`src/rtl/jsu_pkg.sv`:
```
// Shared types and constants of the JSON string unescape block.
`default_nettype none

package jsu_pkg;

  localparam int unsigned CharW = 21;
  localparam int unsigned HexW  = 16;

  typedef enum logic [2:0] {
    PH_QUOTE = 3'd0,
    PH_ANY   = 3'd1,
    PH_ESC   = 3'd2,
    PH_HEX4  = 3'd3,
    PH_HEX3  = 3'd4,
    PH_HEX2  = 3'd5,
    PH_HEX1  = 3'd6
  } phase_e;

  typedef enum logic [1:0] {
    KIND_CHAR = 2'd0,
    KIND_DONE = 2'd1,
    KIND_ERR  = 2'd2
  } kind_e;

  typedef enum logic [2:0] {
    ERR_NONE    = 3'd0,
    ERR_NOQUOTE = 3'd1,
    ERR_ESCAPE  = 3'd2,
    ERR_HEX     = 3'd3,
    ERR_ENDED   = 3'd4
  } err_e;

  localparam logic [CharW-1:0] ChQuote = 21'h22;
  localparam logic [CharW-1:0] ChBslash = 21'h5C;
  localparam logic [CharW-1:0] ChSlash = 21'h2F;
  localparam logic [CharW-1:0] ChB = 21'h62;
  localparam logic [CharW-1:0] ChF = 21'h66;
  localparam logic [CharW-1:0] ChN = 21'h6E;
  localparam logic [CharW-1:0] ChT = 21'h74;
  localparam logic [CharW-1:0] ChU = 21'h75;
  localparam logic [CharW-1:0] ChBackspace = 21'h08;
  localparam logic [CharW-1:0] ChFormFeed = 21'h0C;
  localparam logic [CharW-1:0] ChNewline = 21'h0A;
  localparam logic [CharW-1:0] ChTab = 21'h09;

  typedef struct packed {
    logic             ended;
    logic [CharW-1:0] ch;
  } item_t;

  typedef struct packed {
    err_e             err;
    logic [CharW-1:0] ch;
    kind_e            kind;
  } result_t;

endpackage

`default_nettype wire

```
`src/rtl/jsu_in_reg.sv`:
```
// Input register that holds one accepted transaction until the decoder takes it.
`default_nettype none

module jsu_in_reg (
  input  wire logic          clk_i,
  input  wire logic          rst_ni,
  input  wire logic          in_valid_i,
  output logic               in_ready_o,
  input  wire jsu_pkg::item_t in_item_i,
  input  wire logic          advance_i,
  output logic               item_valid_o,
  output jsu_pkg::item_t     item_o
);
  import jsu_pkg::*;

  logic  valid_d, valid_q;
  logic  load;
  item_t item_q;

  assign in_ready_o = !valid_q || advance_i;
  assign load       = in_valid_i && in_ready_o;
  assign valid_d    = load || (valid_q && !advance_i);

  always_ff @(posedge clk_i or negedge rst_ni) begin
    if (!rst_ni) begin
      valid_q <= 1'b0;
    end else begin
      valid_q <= valid_d;
    end
  end

  always_ff @(posedge clk_i) begin
    if (load) begin
      item_q <= in_item_i;
    end
  end

  assign item_valid_o = valid_q;
  assign item_o       = item_q;

endmodule

`default_nettype wire

```
`src/rtl/jsu_decode.sv`:
```
// Parse state and the per-character decode logic of the unescaper.
`default_nettype none

module jsu_decode (
  input  wire logic           clk_i,
  input  wire logic           rst_ni,
  input  wire jsu_pkg::item_t item_i,
  input  wire logic           advance_i,
  output logic                has_result_o,
  output jsu_pkg::result_t    result_o
);
  import jsu_pkg::*;

  phase_e          phase_d, phase_q;
  logic [HexW-1:0] hex_d, hex_q;
  logic            digit_ok;
  logic [3:0]      digit;
  logic [CharW-1:0] c;

  assign c = item_i.ch;

  always_comb begin
    digit_ok = 1'b1;
    digit    = 4'd0;
    if (c >= 21'h30 && c <= 21'h39) begin
      digit = 4'(c - 21'h30);
    end else if (c >= 21'h61 && c <= 21'h66) begin
      digit = 4'(c - 21'h57);
    end else if (c >= 21'h41 && c <= 21'h46) begin
      digit = 4'(c - 21'h37);
    end else begin
      digit_ok = 1'b0;
    end
  end

  always_comb begin
    phase_d = phase_q;
    hex_d   = hex_q;
    if (item_i.ended) begin
      phase_d = PH_QUOTE;
      hex_d   = '0;
    end else begin
      case (phase_q)
        PH_ANY: begin
          if (c == ChBslash) begin
            phase_d = PH_ESC;
          end else if (c == ChQuote) begin
            phase_d = PH_QUOTE;
            hex_d   = '0;
          end
        end
        PH_ESC: begin
          if (c == ChU) begin
            phase_d = PH_HEX4;
            hex_d   = '0;
          end else if (c == ChQuote || c == ChBslash || c == ChSlash || c == ChB ||
                       c == ChF || c == ChN || c == ChT) begin
            phase_d = PH_ANY;
          end else begin
            phase_d = PH_QUOTE;
            hex_d   = '0;
          end
        end
        PH_HEX4, PH_HEX3, PH_HEX2, PH_HEX1: begin
          if (!digit_ok) begin
            phase_d = PH_QUOTE;
            hex_d   = '0;
          end else begin
            hex_d = {hex_q[HexW-5:0], digit};
            if (phase_q == PH_HEX1) begin
              phase_d = PH_ANY;
            end else begin
              phase_d = phase_e'(phase_q + 3'd1);
            end
          end
        end
        default: begin
          if (c == ChQuote) begin
            phase_d = PH_ANY;
          end else begin
            phase_d = PH_QUOTE;
          end
          hex_d = '0;
        end
      endcase
    end
  end

  always_comb begin
    has_result_o  = 1'b0;
    result_o.kind = KIND_CHAR;
    result_o.ch   = '0;
    result_o.err  = ERR_NONE;
    if (item_i.ended) begin
      has_result_o  = 1'b1;
      result_o.kind = KIND_ERR;
      result_o.err  = ERR_ENDED;
    end else begin
      case (phase_q)
        PH_ANY: begin
          if (c == ChQuote) begin
            has_result_o  = 1'b1;
            result_o.kind = KIND_DONE;
          end else if (c != ChBslash) begin
            has_result_o = 1'b1;
            result_o.ch  = c;
          end
        end
        PH_ESC: begin
          has_result_o = (c != ChU);
          if (c == ChQuote || c == ChBslash || c == ChSlash) begin
            result_o.ch = c;
          end else if (c == ChB) begin
            result_o.ch = ChBackspace;
          end else if (c == ChF) begin
            result_o.ch = ChFormFeed;
          end else if (c == ChN) begin
            result_o.ch = ChNewline;
          end else if (c == ChT) begin
            result_o.ch = ChTab;
          end else if (c != ChU) begin
            result_o.kind = KIND_ERR;
            result_o.err  = ERR_ESCAPE;
          end
        end
        PH_HEX4, PH_HEX3, PH_HEX2, PH_HEX1: begin
          if (!digit_ok) begin
            has_result_o  = 1'b1;
            result_o.kind = KIND_ERR;
            result_o.err  = ERR_HEX;
          end else if (phase_q == PH_HEX1) begin
            has_result_o = 1'b1;
            result_o.ch  = CharW'({hex_q[HexW-5:0], digit});
          end
        end
        default: begin
          if (c != ChQuote) begin
            has_result_o  = 1'b1;
            result_o.kind = KIND_ERR;
            result_o.err  = ERR_NOQUOTE;
          end
        end
      endcase
    end
  end

  always_ff @(posedge clk_i or negedge rst_ni) begin
    if (!rst_ni) begin
      phase_q <= PH_QUOTE;
      hex_q   <= '0;
    end else if (advance_i) begin
      phase_q <= phase_d;
      hex_q   <= hex_d;
    end
  end

endmodule

`default_nettype wire

```
`src/rtl/jsu_out_reg.sv`:
```
// Result register that holds one result transaction until the receiver takes it.
`default_nettype none

module jsu_out_reg (
  input  wire logic             clk_i,
  input  wire logic             rst_ni,
  input  wire logic             load_i,
  input  wire jsu_pkg::result_t result_i,
  output logic                  can_load_o,
  output logic                  out_valid_o,
  input  wire logic             out_ready_i,
  output jsu_pkg::result_t      result_o
);
  import jsu_pkg::*;

  logic    valid_d, valid_q;
  result_t result_q;

  assign can_load_o = !valid_q || out_ready_i;
  assign valid_d    = load_i || (valid_q && !out_ready_i);

  always_ff @(posedge clk_i or negedge rst_ni) begin
    if (!rst_ni) begin
      valid_q <= 1'b0;
    end else begin
      valid_q <= valid_d;
    end
  end

  always_ff @(posedge clk_i) begin
    if (load_i) begin
      result_q <= result_i;
    end
  end

  assign out_valid_o = valid_q;
  assign result_o    = result_q;

endmodule

`default_nettype wire

```
`src/rtl/json_string_unescape_top.sv`:
```
// Top level of the JSON string unescaper.
//
// The slave stream carries one code point per transaction: tdata[20:0] is the
// code point and tuser[0] marks the end of the input. The master stream gives
// at most one result per input transaction: tuser holds the result kind
// (character, string complete or error), tdata[20:0] the decoded character and
// tdata[23:21] the error code. An escape's opening backslash, the letter u and the
// first three hex digits of an escape, and an opening quote produce no result.
// An accepted transaction lands in the input register, is decoded combinationally
// from there and is loaded into the result register when the decoder advances.
// One transaction per cycle is sustained while the receiver takes results; the
// parse state is updated once per character as the decoder advances.
// When the receiver stalls, the result register holds its transaction and the
// input register absorbs one more; tready falls only when both are full.
// Reset empties both registers and returns the parser to expecting a quote.
`default_nettype none

module json_string_unescape_top (
  input  wire logic        clk_i,
  input  wire logic        rst_ni,
  input  wire logic        s_axis_tvalid_i,
  output logic             s_axis_tready_o,
  input  wire logic [23:0] s_axis_tdata_i,  // char_value[20:0], zero fill
  input  wire logic [0:0]  s_axis_tuser_i,  // input_ended[0]
  output logic             m_axis_tvalid_o,
  input  wire logic        m_axis_tready_i,
  output logic [23:0]      m_axis_tdata_o,  // decoded_char[20:0], error_code[23:21]
  output logic [1:0]       m_axis_tuser_o   // result_kind[1:0]
);
  import jsu_pkg::*;

  item_t   in_item, item;
  result_t dec_result, out_result;
  logic    item_valid, has_result, can_load, advance;

  assign in_item.ch    = s_axis_tdata_i[CharW-1:0];
  assign in_item.ended = s_axis_tuser_i[0];

  assign advance = item_valid && (!has_result || can_load);

  jsu_in_reg u_in_reg (
    .clk_i        (clk_i),
    .rst_ni       (rst_ni),
    .in_valid_i   (s_axis_tvalid_i),
    .in_ready_o   (s_axis_tready_o),
    .in_item_i    (in_item),
    .advance_i    (advance),
    .item_valid_o (item_valid),
    .item_o       (item)
  );

  jsu_decode u_decode (
    .clk_i        (clk_i),
    .rst_ni       (rst_ni),
    .item_i       (item),
    .advance_i    (advance),
    .has_result_o (has_result),
    .result_o     (dec_result)
  );

  jsu_out_reg u_out_reg (
    .clk_i       (clk_i),
    .rst_ni      (rst_ni),
    .load_i      (advance && has_result),
    .result_i    (dec_result),
    .can_load_o  (can_load),
    .out_valid_o (m_axis_tvalid_o),
    .out_ready_i (m_axis_tready_i),
    .result_o    (out_result)
  );

  assign m_axis_tdata_o = {out_result.err, out_result.ch};
  assign m_axis_tuser_o = out_result.kind;

endmodule

`default_nettype wire
```
`config.mk`:
```
export PLATFORM = sky130hd
export DESIGN_NAME = json_string_unescape_top
export DESIGN_NICKNAME = d
export VERILOG_FILES = /design/src/rtl/jsu_pkg.sv /design/src/rtl/jsu_in_reg.sv /design/src/rtl/jsu_decode.sv /design/src/rtl/jsu_out_reg.sv /design/src/rtl/json_string_unescape_top.sv
export SDC_FILE = /design/constraint.sdc
export NUM_CORES = 1
export LEC_CHECK = 0
export BUFFER_PORTS_ARGS = -buffer_cell sky130_fd_sc_hd__buf_2
export CAP_MARGIN = 10
export CORE_MARGIN = 5
export CORE_UTILIZATION = 54
export DETAILED_ROUTE_END_ITERATION = 12
export PLACE_DENSITY = 0.77
export SKIP_CTS_REPAIR_TIMING = 1
export SYNTH_ARGS = -nofsm -noshare
export SYNTH_HDL_FRONTEND = slang
export SYNTH_HIERARCHICAL = 1
export SYNTH_SLANG_ARGS = --single-unit
export TNS_END_PERCENT = 50
```
`constraint.sdc`:
```
create_clock -name clk_i -period 7.4 [get_ports clk_i]
set_input_delay 0.74 -clock clk_i [delete_from_list [all_inputs] [get_ports clk_i]]
set_output_delay 0.74 -clock clk_i [all_outputs]
set_load 0.03 [all_outputs]
```
==> results of run 1 <==
[power breakdown]
part	switching [mW]	leakage (nW)	total (mW)	internal, mW
Combinational	0.0758	0.635	0.105	0.0296
Clock	0.146	0.122	0.373	0.228
Sequential	0.0205	0.702	0.446	0.425
[through the flow]
step | setup WS, ns | std cells
finish | 2.38 | 424
global placement | 2.89 | 408
global route | 2.18 | 424
detailed placement | 2.85 | 408
CTS | 2.40 | 424
floorplan | 3.65 | 297
[cells in the mapped netlist (2+ instances only)]
library cell  count
a22o_1            5
buf_2             7
or4_1             4
o21ai_1           2
a21o_1            4
or2_2             4
nand2b_1          9
and2_1            2
a31oi_1           2
dfrtp_1          17
inv_1            11
and4_1            2
or3_1             5
and2_4            2
nor3_1            6
nand4_1           4
o21ai_0          21
nor3b_1           4
buf_6             2
a22oi_1          10
nor4_1            5
a21oi_1           8
or3b_2            2
nand3_1           5
nor2_1           22
edfxtp_1         48
nand2_1          36
a21oi_2           2
clkbuf_1          6
o31ai_1           4
nand2b_4          2
ha_1              4
and3_1            6
[state kept, by name (all words and copies together), names as in the netlist]
name and cells:
u_decode/phase_q 3, u_decode/hex_q 12, u_out_reg/out_valid_o 1, u_in_reg/item_o 22, u_out_reg/result_o 26, u_in_reg/item_valid_o 1
[cell usage in the layout, fill, tap and decap left out, types with 2 or more instances in the layout]
cell type and instances:
nor2_1 22, nor3b_1 4, o31ai_1 4, or3b_2 2, dfrtp_1 17, or2_2 4, clkbuf_8 9, and2_1 2
o21ai_1 2, a21oi_1 8, nor3_1 6, nand2b_1 9, nand4_1 4, nand2_1 36, edfxtp_1 48, buf_2 53
and2_4 2, a21oi_2 2, o21ai_0 21, a22o_1 5, nor4_1 5, a22oi_1 10, ha_1 4, inv_1 11
and4_1 2, or4_1 4, a21o_1 4, nand3_1 5, a31oi_1 2, and3_1 6, nand2b_4 2, or3_1 5
bufinv_16 3
[layer usage]
metal	GRT usage, %	wire [um]	up-vias
li1	-	-	1196
met3	4.70	681	15
met5	0	0	-
met2	32.3	3440	118
met4	8.79	123	0
met1	28.3	3160	1187
[layout make-up]
| cell class | instances | area (um2) | area share, % |
|---|---|---|---|
| Sequential cell | 65 | 1870 | 49.6 |
| Multi-Input combinational cell | 204 | 1250 | 33.2 |
| Timing Repair Buffer | 53 | 265 | 7.04 |
| Clock inverter | 7 | 126 | 3.36 |
| Clock buffer | 9 | 124 | 3.29 |
| Tap cell | 75 | 93.8 | 2.49 |
| Inverter | 11 | 41.3 | 1.10 |
[logic make-up (layout without fill, tap and decap cells)]
kind of cell    Yosys count  count (layout)
simple gates            126             126
buf+inv                  28              80
flops                    65              65
fa+ha+maj                 4               4
compound gates           73              73
xor+xnor                  1               1
[worst paths after layout]
kind	startpoint	to	slack [ns]	depth (start not counted)
setup / recovery	u_in_reg/item_o[15]	s_axis_tready_o	2.38	9
hold / removal	rst_ni	u_decode/phase_q[0]	0.31	1
setup reg to reg	u_in_reg/item_o[15]	u_decode/hex_q[1]	2.97	9
min in group clk_i	u_decode/hex_q[10]	u_decode/hex_q[10]	0.51	2
max in group asynchronous	rst_ni	u_decode/hex_q[8]	6.78	1
hold reg to reg	u_decode/hex_q[10]	u_decode/hex_q[10]	0.51	2
[worst reg2reg max path, delay by kind of cell, from the launching register on]
family,cells,cell delay [ns]
flip-flops,1,0.42
AO/OA/AOI/OAI,4,1.63
AND/OR/NAND/NOR,5,2.29
==> summary.txt, run 1 <==
Worst setup path
  – Crit path buf inv count: 1
  – Crit path kind: flip-flop to primary output
  – Largest stage delay, worst path: between 0.8 and 0.9 ns
  – Req. time, crit path: 6.66 ns
  – Worst-path fanout max: 11
  – Slowest-stage cell, CP: or4_1
  – Arrival time at the worst endpoint: ~4.3 ns
  – Most used cell, CP: nand4_1
  – Top cell family by delay on the critical path: simple AND/OR/NAND/NOR gates
  – Chain of cells forming the critical path: nor4_1 > nand4_1 > or4_1 > and2_4 > a211oi_2 > nand4_1 > a21boi_1 > nand2b_4 > buf_2
  – Setup crit start kind: flip-flop
  – Critical Path End Type: primary output

Yosys
  – Cell accounting for the most synthesized area: edfxtp_1
  – Asr flop ratio synth: between 20% and 30%
  – Top FF cell, synth: edfxtp_1
  – Netlist Area Pre-Place: between 0.003 and 0.004 mm2
  – Mapped Avg Cell Area: approximately 11 um2
  – Total of warnings raised by yosys: 6
  – Fraction of the mapped netlist area in simple logic gates: around a fifth
  – Ranking of synthesized cells by area: edfxtp_1, dfrtp_1, nand2_1, o21ai_0, nor2_1
  – Cell count after synthesis: 297
  – Synth Area in XOR/XNOR: less than 1%
  – Mux cell area share after synthesis: 0%
  – #FFs+latches synth: 65
  – Distinct cells, synth: 57
  – Post-synthesis sequential area ratio: 57.5%
  – Combinational family with the most area after synthesis: simple AND/OR/NAND/NOR gates
  – Adder-cell share of the synthesized area: roughly 1.5%
  – Post-synth EDFFs: 48
  – Synth Net Count: 330
  – Post-synthesis compound-gate area fraction: 15.8%
  – Share of the synthesized area in the top cell type: 44.4%

Pwr
  – Pwr/cell area: 246 mW/mm2
  – Total chip power: slightly above 900 uW
  – Leak: 1.46 nW
  – Worst VDD drop: between 150 and 200 uV

Global routing
  – Total gr overflow: 0
  – Largest net degree at the start of global routing: 28
  – Total Routing Usage GR: between 20% and 30%
  – Vias in the first global route: between 2,000 and 2,500
  – Initial antenna violation count: 0
  – First-pass GRT wire length: about 12,000 um

Routing
  – Antenna Nets Post-Route: 0
  – Total Wirelength: 7410 um
  – Vias per inst: ~5.9
  – 1st-pass router iterations: 4
  – Wire per inst: around 17 um
  – Drt drc: 0
  – Vias after detailed routing: about 2,500
  – Iteration-0 DRC Markers: ~320

Flow run
  – Max cap viols: 0

Timing
  – Final hold vios: 0
  – Worst relative slew slack: a little under half
  – Minimum clock period: ~5 ns
  – Worst slew pin tran: slightly below 0.8 ns
  – Post-route setup TNS: 0 ns
  – Setup violations, final: 0
  – Hold_ws: ~0.31 ns
  – RSZ-0062 raised after global routing: false
  – Final Max Tran Viols: 0
  – Clock Skews: ~0.0095 ns
  – Fin crit share: between 60% and 70%
  – Max Clk Rate: 199 MHz

CTS
  – TritonCTS Buffers: 9
  – Clock sinks: between 60 and 70
  – Htree depth: 3
  – CTS tree: built
  – Clock buffer depth: 2
  – Root Buffer: clkbuf_8
  – Worst-path clk slew: approximately 0.080 ns
  – Insertion delay to the later sink of the worst-skew pair: roughly 0.34 ns

Floorplanning
  – Core box area: a little under 0.006 mm2
  – Core Rows: 28
  – Starting density of the core: between 50 and 60%
  – I/O pin count: 57
  – Die span in y: 87.6 um
  – Die area: between 0.007 and 0.008 mm2
  – Die Width: approximately 88 um

Hold path
  – Hold Crit Class: primary input to asynchronous set/reset pin

Layout
  – Filler cell count: around 500
  – Final instance area: 0.00377 mm2
  – Share of cells above drive strength 1: between 20% and 30%
  – Layout Area Growth over Synthesis: 15.9%
  – N_diodes: 0
  – Fin util: 64.0%
  – # nets final: approximately 380

Placed design
  – Gpl congestion: approximately 0.95
  – Placement Cell Area: between 0.003 and 0.004 mm2
  – Port buffer count: between 50 and 60
  – Dpl hpwl: between 5000 and 6000 um

Run status
  – Status: finished clean
(Power assumes the default switching activity.)
==> run 2, diff against run 1 <==
--- a/config.mk
+++ b/config.mk
@@ -5,6 +5,7 @@
 export SDC_FILE = /design/constraint.sdc
 export NUM_CORES = 1
 export LEC_CHECK = 0
+export ABC_AREA = 1
 export BUFFER_PORTS_ARGS = -buffer_cell sky130_fd_sc_hd__buf_2
 export CAP_MARGIN = 10
 export CORE_MARGIN = 5
==> constraint.sdc (replaced) <==
create_clock -name clk_i -period 5.1 [get_ports clk_i]
set_input_delay 0.51 -clock clk_i [delete_from_list [all_inputs] [get_ports clk_i]]
set_output_delay 0.51 -clock clk_i [all_outputs]
set_load 0.03 [all_outputs]
==> run 2 against run 1 <==
Die area grew 8.8%. Total power grew 42%. Routed wire length rose by 13%. Critical path depth rose by 6. Largest cell class unchanged. Combinational power grew 64%. Via count grew 23%. Count of clock-buffer cells in the layout unchanged. Non-clock buffer count grew 2. First-iteration DRC count fell by 9.7%. Synthesized cell count grew 39%. Cell count is 29% higher. Critical endpoint unchanged. Sequential power rose by 44%.
==> summary.txt, run 2 <==
Run status
  – Status: finished clean (unchanged)

Layout
  – Max reg flops: 26 (unchanged)
  – Most frequent cells in the layout: nand2_1, nand3_1, buf_2 (was buf_2, edfxtp_1, nand2_1)
  – Share of cells above drive strength 1: 22.3% (was 25.5%)
  – Layout Area Growth over Synthesis: 13.9% (was 15.9%)
  – Final non-filler cell total: 547 (was 424)
  – # nets final: 498 (was 377)
  – Commonest non-fill, non-tap cell in the layout: nand2_1 (was buf_2)
  – N_diodes: 0 (unchanged)

CTS
  – Root Buffer: clkbuf_8 (unchanged)
  – Insertion delay to the later sink of the worst-skew pair: 0.35 ns (was 0.34 ns)
  – Htree depth: 3 (unchanged)
  – TritonCTS Buffers: 9 (unchanged)
  – Worst-path clk slew: 0.08 ns (about the same)
  – CTS tree: built (unchanged)
  – Clock buffer depth: 2 (unchanged)
  – Clock sinks: 65 (unchanged)

Worst setup path
  – Chain of cells forming the critical path: nor2_1 > nand2_1 > nor2_4 > nand2_2 > or2_0 > nand2_1 > nand2_2 > nand2_2 > inv_1 > nand2_1 > nand4_1 > a21oi_2 > inv_1 > nand2_1 > buf_2 (was nor4_1 > nand4_1 > or4_1 > and2_4 > a211oi_2 > nand4_1 > a21boi_1 > nand2b_4 > buf_2)
  – R2r endpoint: u_in_reg/item_o[4] (was u_decode/hex_q[1])
  – Top cell family by delay on the critical path: simple AND/OR/NAND/NOR gates (unchanged)
  – R2R depth: 15 (was 9)
  – Most used cell, CP: nand2_1 (was nand4_1)
  – Worst r2r src: u_in_reg/item_o[14] (was u_in_reg/item_o[15])
  – Crit path kind: flip-flop to primary output (unchanged)
  – Worst-path fanout max: 21 (was 11)
  – Req. time, crit path: 4.59 ns (was 6.66 ns)
  – Setup crit start kind: flip-flop (unchanged)
  – Critical Path End Type: primary output (unchanged)
  – Largest stage delay, worst path: 0.40 ns (was 0.83 ns)
  – Crit path buf inv count: 3 (was 1)
  – Arrival time at the worst endpoint: 3.29 ns (was 4.28 ns)
  – Slowest-stage cell, CP: edfxtp_1 (was or4_1)
  – Reg2reg setup slack: 1.67 ns (was 2.97 ns)

Routing
  – 1st-pass router iterations: 6 (was 4)
  – Total Wirelength: 8360 um (was 7410 um)
  – Vias after detailed routing: 3,095 (was 2,516)
  – Wire per inst: 15.3 um (was 17.5 um)
  – Vias per inst: 5.66 (was 5.93)
  – Iteration-0 DRC Markers: 290 (was 321)
  – Antenna Nets Post-Route: 0 (unchanged)
  – Drt drc: 0 (unchanged)

Timing
  – Final Max Tran Viols: 0 (unchanged)
  – Setup ws final: 1.30 ns (was 2.38 ns)
  – Fin crit share: between 70 and 80%
  – RSZ-0062 raised after global routing: false (unchanged)
  – Post-route setup TNS: 0 ns (unchanged)
  – Final hold vios: 0 (unchanged)
  – Max Clk Rate: 263 MHz
  – Minimum clock period: ~3.8 ns
  – Clock Skews: 0.0107 ns (was 0.00947 ns)
  – Worst slew pin tran: 1.01 ns (was 0.796 ns)
  – Worst relative slew slack: 32.7% (was 46.8%)
  – Setup violations, final: 0 (unchanged)

Pwr
  – Worst VDD drop: 286 uV (was 196 uV)
  – Pwr/cell area: 322 mW/mm2 (was 246 mW/mm2)
  – Leak: 1.66 nW (was 1.46 nW)
  – Total chip power: 1.31 mW (was 925 uW)

Global routing
  – First-pass GRT wire length: 13,900 um (was 11,900 um)
  – Total gr overflow: 0 (unchanged)
  – Grt peak-use layer: met2 (unchanged)
  – Vias in the first global route: 2,870 (was 2,318)
  – GR Util met1: 27.9% (was 28.3%)
  – Largest net degree at the start of global routing: 28 (unchanged)
  – Total Routing Usage GR: 20.8% (about the same)
  – Initial antenna violation count: 0 (unchanged)
  – Met3 Use GR: 5.04% (was 4.70%)
  – Met2 GRT Util: 33.1% (was 32.3%)

Yosys
  – Post-synthesis sequential area ratio: 52.3% (was 57.5%)
  – Share of the synthesized area in the top cell type: 40.4% (was 44.4%)
  – Top FF cell, synth: edfxtp_1 (unchanged)
  – Total of warnings raised by yosys: 6 (unchanged)
  – Synth top cells by count: nand2_1, nand3_1, edfxtp_1 (was edfxtp_1, nand2_1, nor2_1)
  – Ranking of synthesized cells by area: edfxtp_1, dfrtp_1, nand3_1, nand2_1, nor2_1 (was edfxtp_1, dfrtp_1, nand2_1, o21ai_0, nor2_1)
  – #FFs+latches synth: 65 (unchanged)
  – Distinct cells, synth: 30 (was 57)
  – Synth Net Count: 447 (was 330)
  – Post-synth EDFFs: 48 (unchanged)
  – Netlist Area Pre-Place: 0.00357 mm2 (was 0.00325 mm2)
  – Asr flop ratio synth: 26.2% (unchanged)
  – Mapped Avg Cell Area: 8.63 um2 (was 10.9 um2)
  – Cell count after synthesis: 414 (was 297)
  – Most frequent cell after synthesis: nand2_1 (was edfxtp_1)
  – Cell accounting for the most synthesized area: edfxtp_1 (unchanged)

Floorplanning
  – Core Rows: 29 (was 28)
  – Die Width: 91.3 um (was 87.6 um)
  – Die span in y: 91.3 um (was 87.6 um)
  – I/O pin count: 57 (unchanged)
  – Starting density of the core: 55.9% (was 55.2%)
  – Core box area: 0.00639 mm2 (was 0.00589 mm2)
  – Die area: 0.00834 mm2 (was 0.00767 mm2)

Placed design
  – Dpl hpwl: 6010 um (was 5160 um)
  – Placement Setup Slack: 1.75 ns (was 2.85 ns)
  – Port buffer count: 53 (unchanged)
  – DP Cell Count: 531 (was 408)
  – Gpl congestion: 0.905 (was 0.948)

Flow run
  – Max cap viols: 0 (unchanged)

Hold path
  – Hold Crit Class: primary input to asynchronous set/reset pin (unchanged)
-- run 2: stage by stage --
stage          cell area (um2)  hold slack (ns)  util, %
2_1_floorplan             3570            0.214        -
3_3_place_gp              3840            0.455     60.2
3_5_place_dp              3840            0.456     60.2
4_1_cts                   4070           0.0819     63.7
5_1_grt                   4070           0.0939     63.7
6_report                  4070           0.0740     63.7
-- run 2: how the worst max path moves through the flow --
stage | slack (ns) | cells after the start | end | startpoint
final | 1.30 | 15 | s_axis_tready_o | u_in_reg/item_o[14]
after global routing | 1.05 | 15 | s_axis_tready_o | u_in_reg/item_o[14]
after CTS | 1.33 | 15 | s_axis_tready_o | u_in_reg/item_o[14]
after detailed placement | 1.75 | 15 | s_axis_tready_o | u_in_reg/item_o[14]
after global placement | 1.75 | 15 | s_axis_tready_o | u_in_reg/item_o[14]
after floorplan | 1.73 | 13 | u_in_reg/item_o[0] | u_in_reg/item_o[1]
-- run 2: metal layers --
metal | routed length [um] | part of all wire [%]
met1 | 3480 | 42
met2 | 3980 | 48
met4 | 204 | 2.4
met3 | 694 | 8.3
met5 | 0 | 0
-- run 2: worst register-to-register path, cell delays in order (launching register included) --
cell and delay [ns]:
edfxtp_1 0.40, nor2_1 0.29, nand2_1 0.15, nor2_4 0.31
nand2_2 0.12, or2_0 0.23, nand2_1 0.10, nand2_2 0.06
nand2_2 0.29, inv_1 0.10, nand2_1 0.12, nand4_1 0.14
a21oi_2 0.26, inv_1 0.10, a21oi_2 0.12, buf_4 0.32
-- run 2: cell type report --
| cell class | count | area (um2) |
|---|---|---|
| Fill cell | 556 | 2320 |
| Timing Repair Buffer | 55 | 280 |
| Tap cell | 77 | 96.3 |
| Inverter | 37 | 139 |
| Sequential cell | 65 | 1870 |
| Clock buffer | 9 | 124 |
| Clock inverter | 7 | 101 |
| Multi-Input combinational cell | 297 | 1460 |
-- run 2: cells by family (layout without fill, tap and decap cells) --
| kind of cell | after synthesis | count (layout) | synth area share, % |
|---|---|---|---|
| flops | 65 | 65 | 52.3 |
| buf+inv | 52 | 108 | 7.04 |
| fa+ha+maj | 4 | 4 | 1.40 |
| compound gates | 43 | 43 | 7.15 |
| simple gates | 250 | 250 | 32.2 |
-- run 2: power by group --
group / internal (mW) / switching (mW)
Combinational: 0.0405 / 0.132
Sequential: 0.618 / 0.0262
Clock: 0.279 / 0.217
Total: 0.937 / 0.375
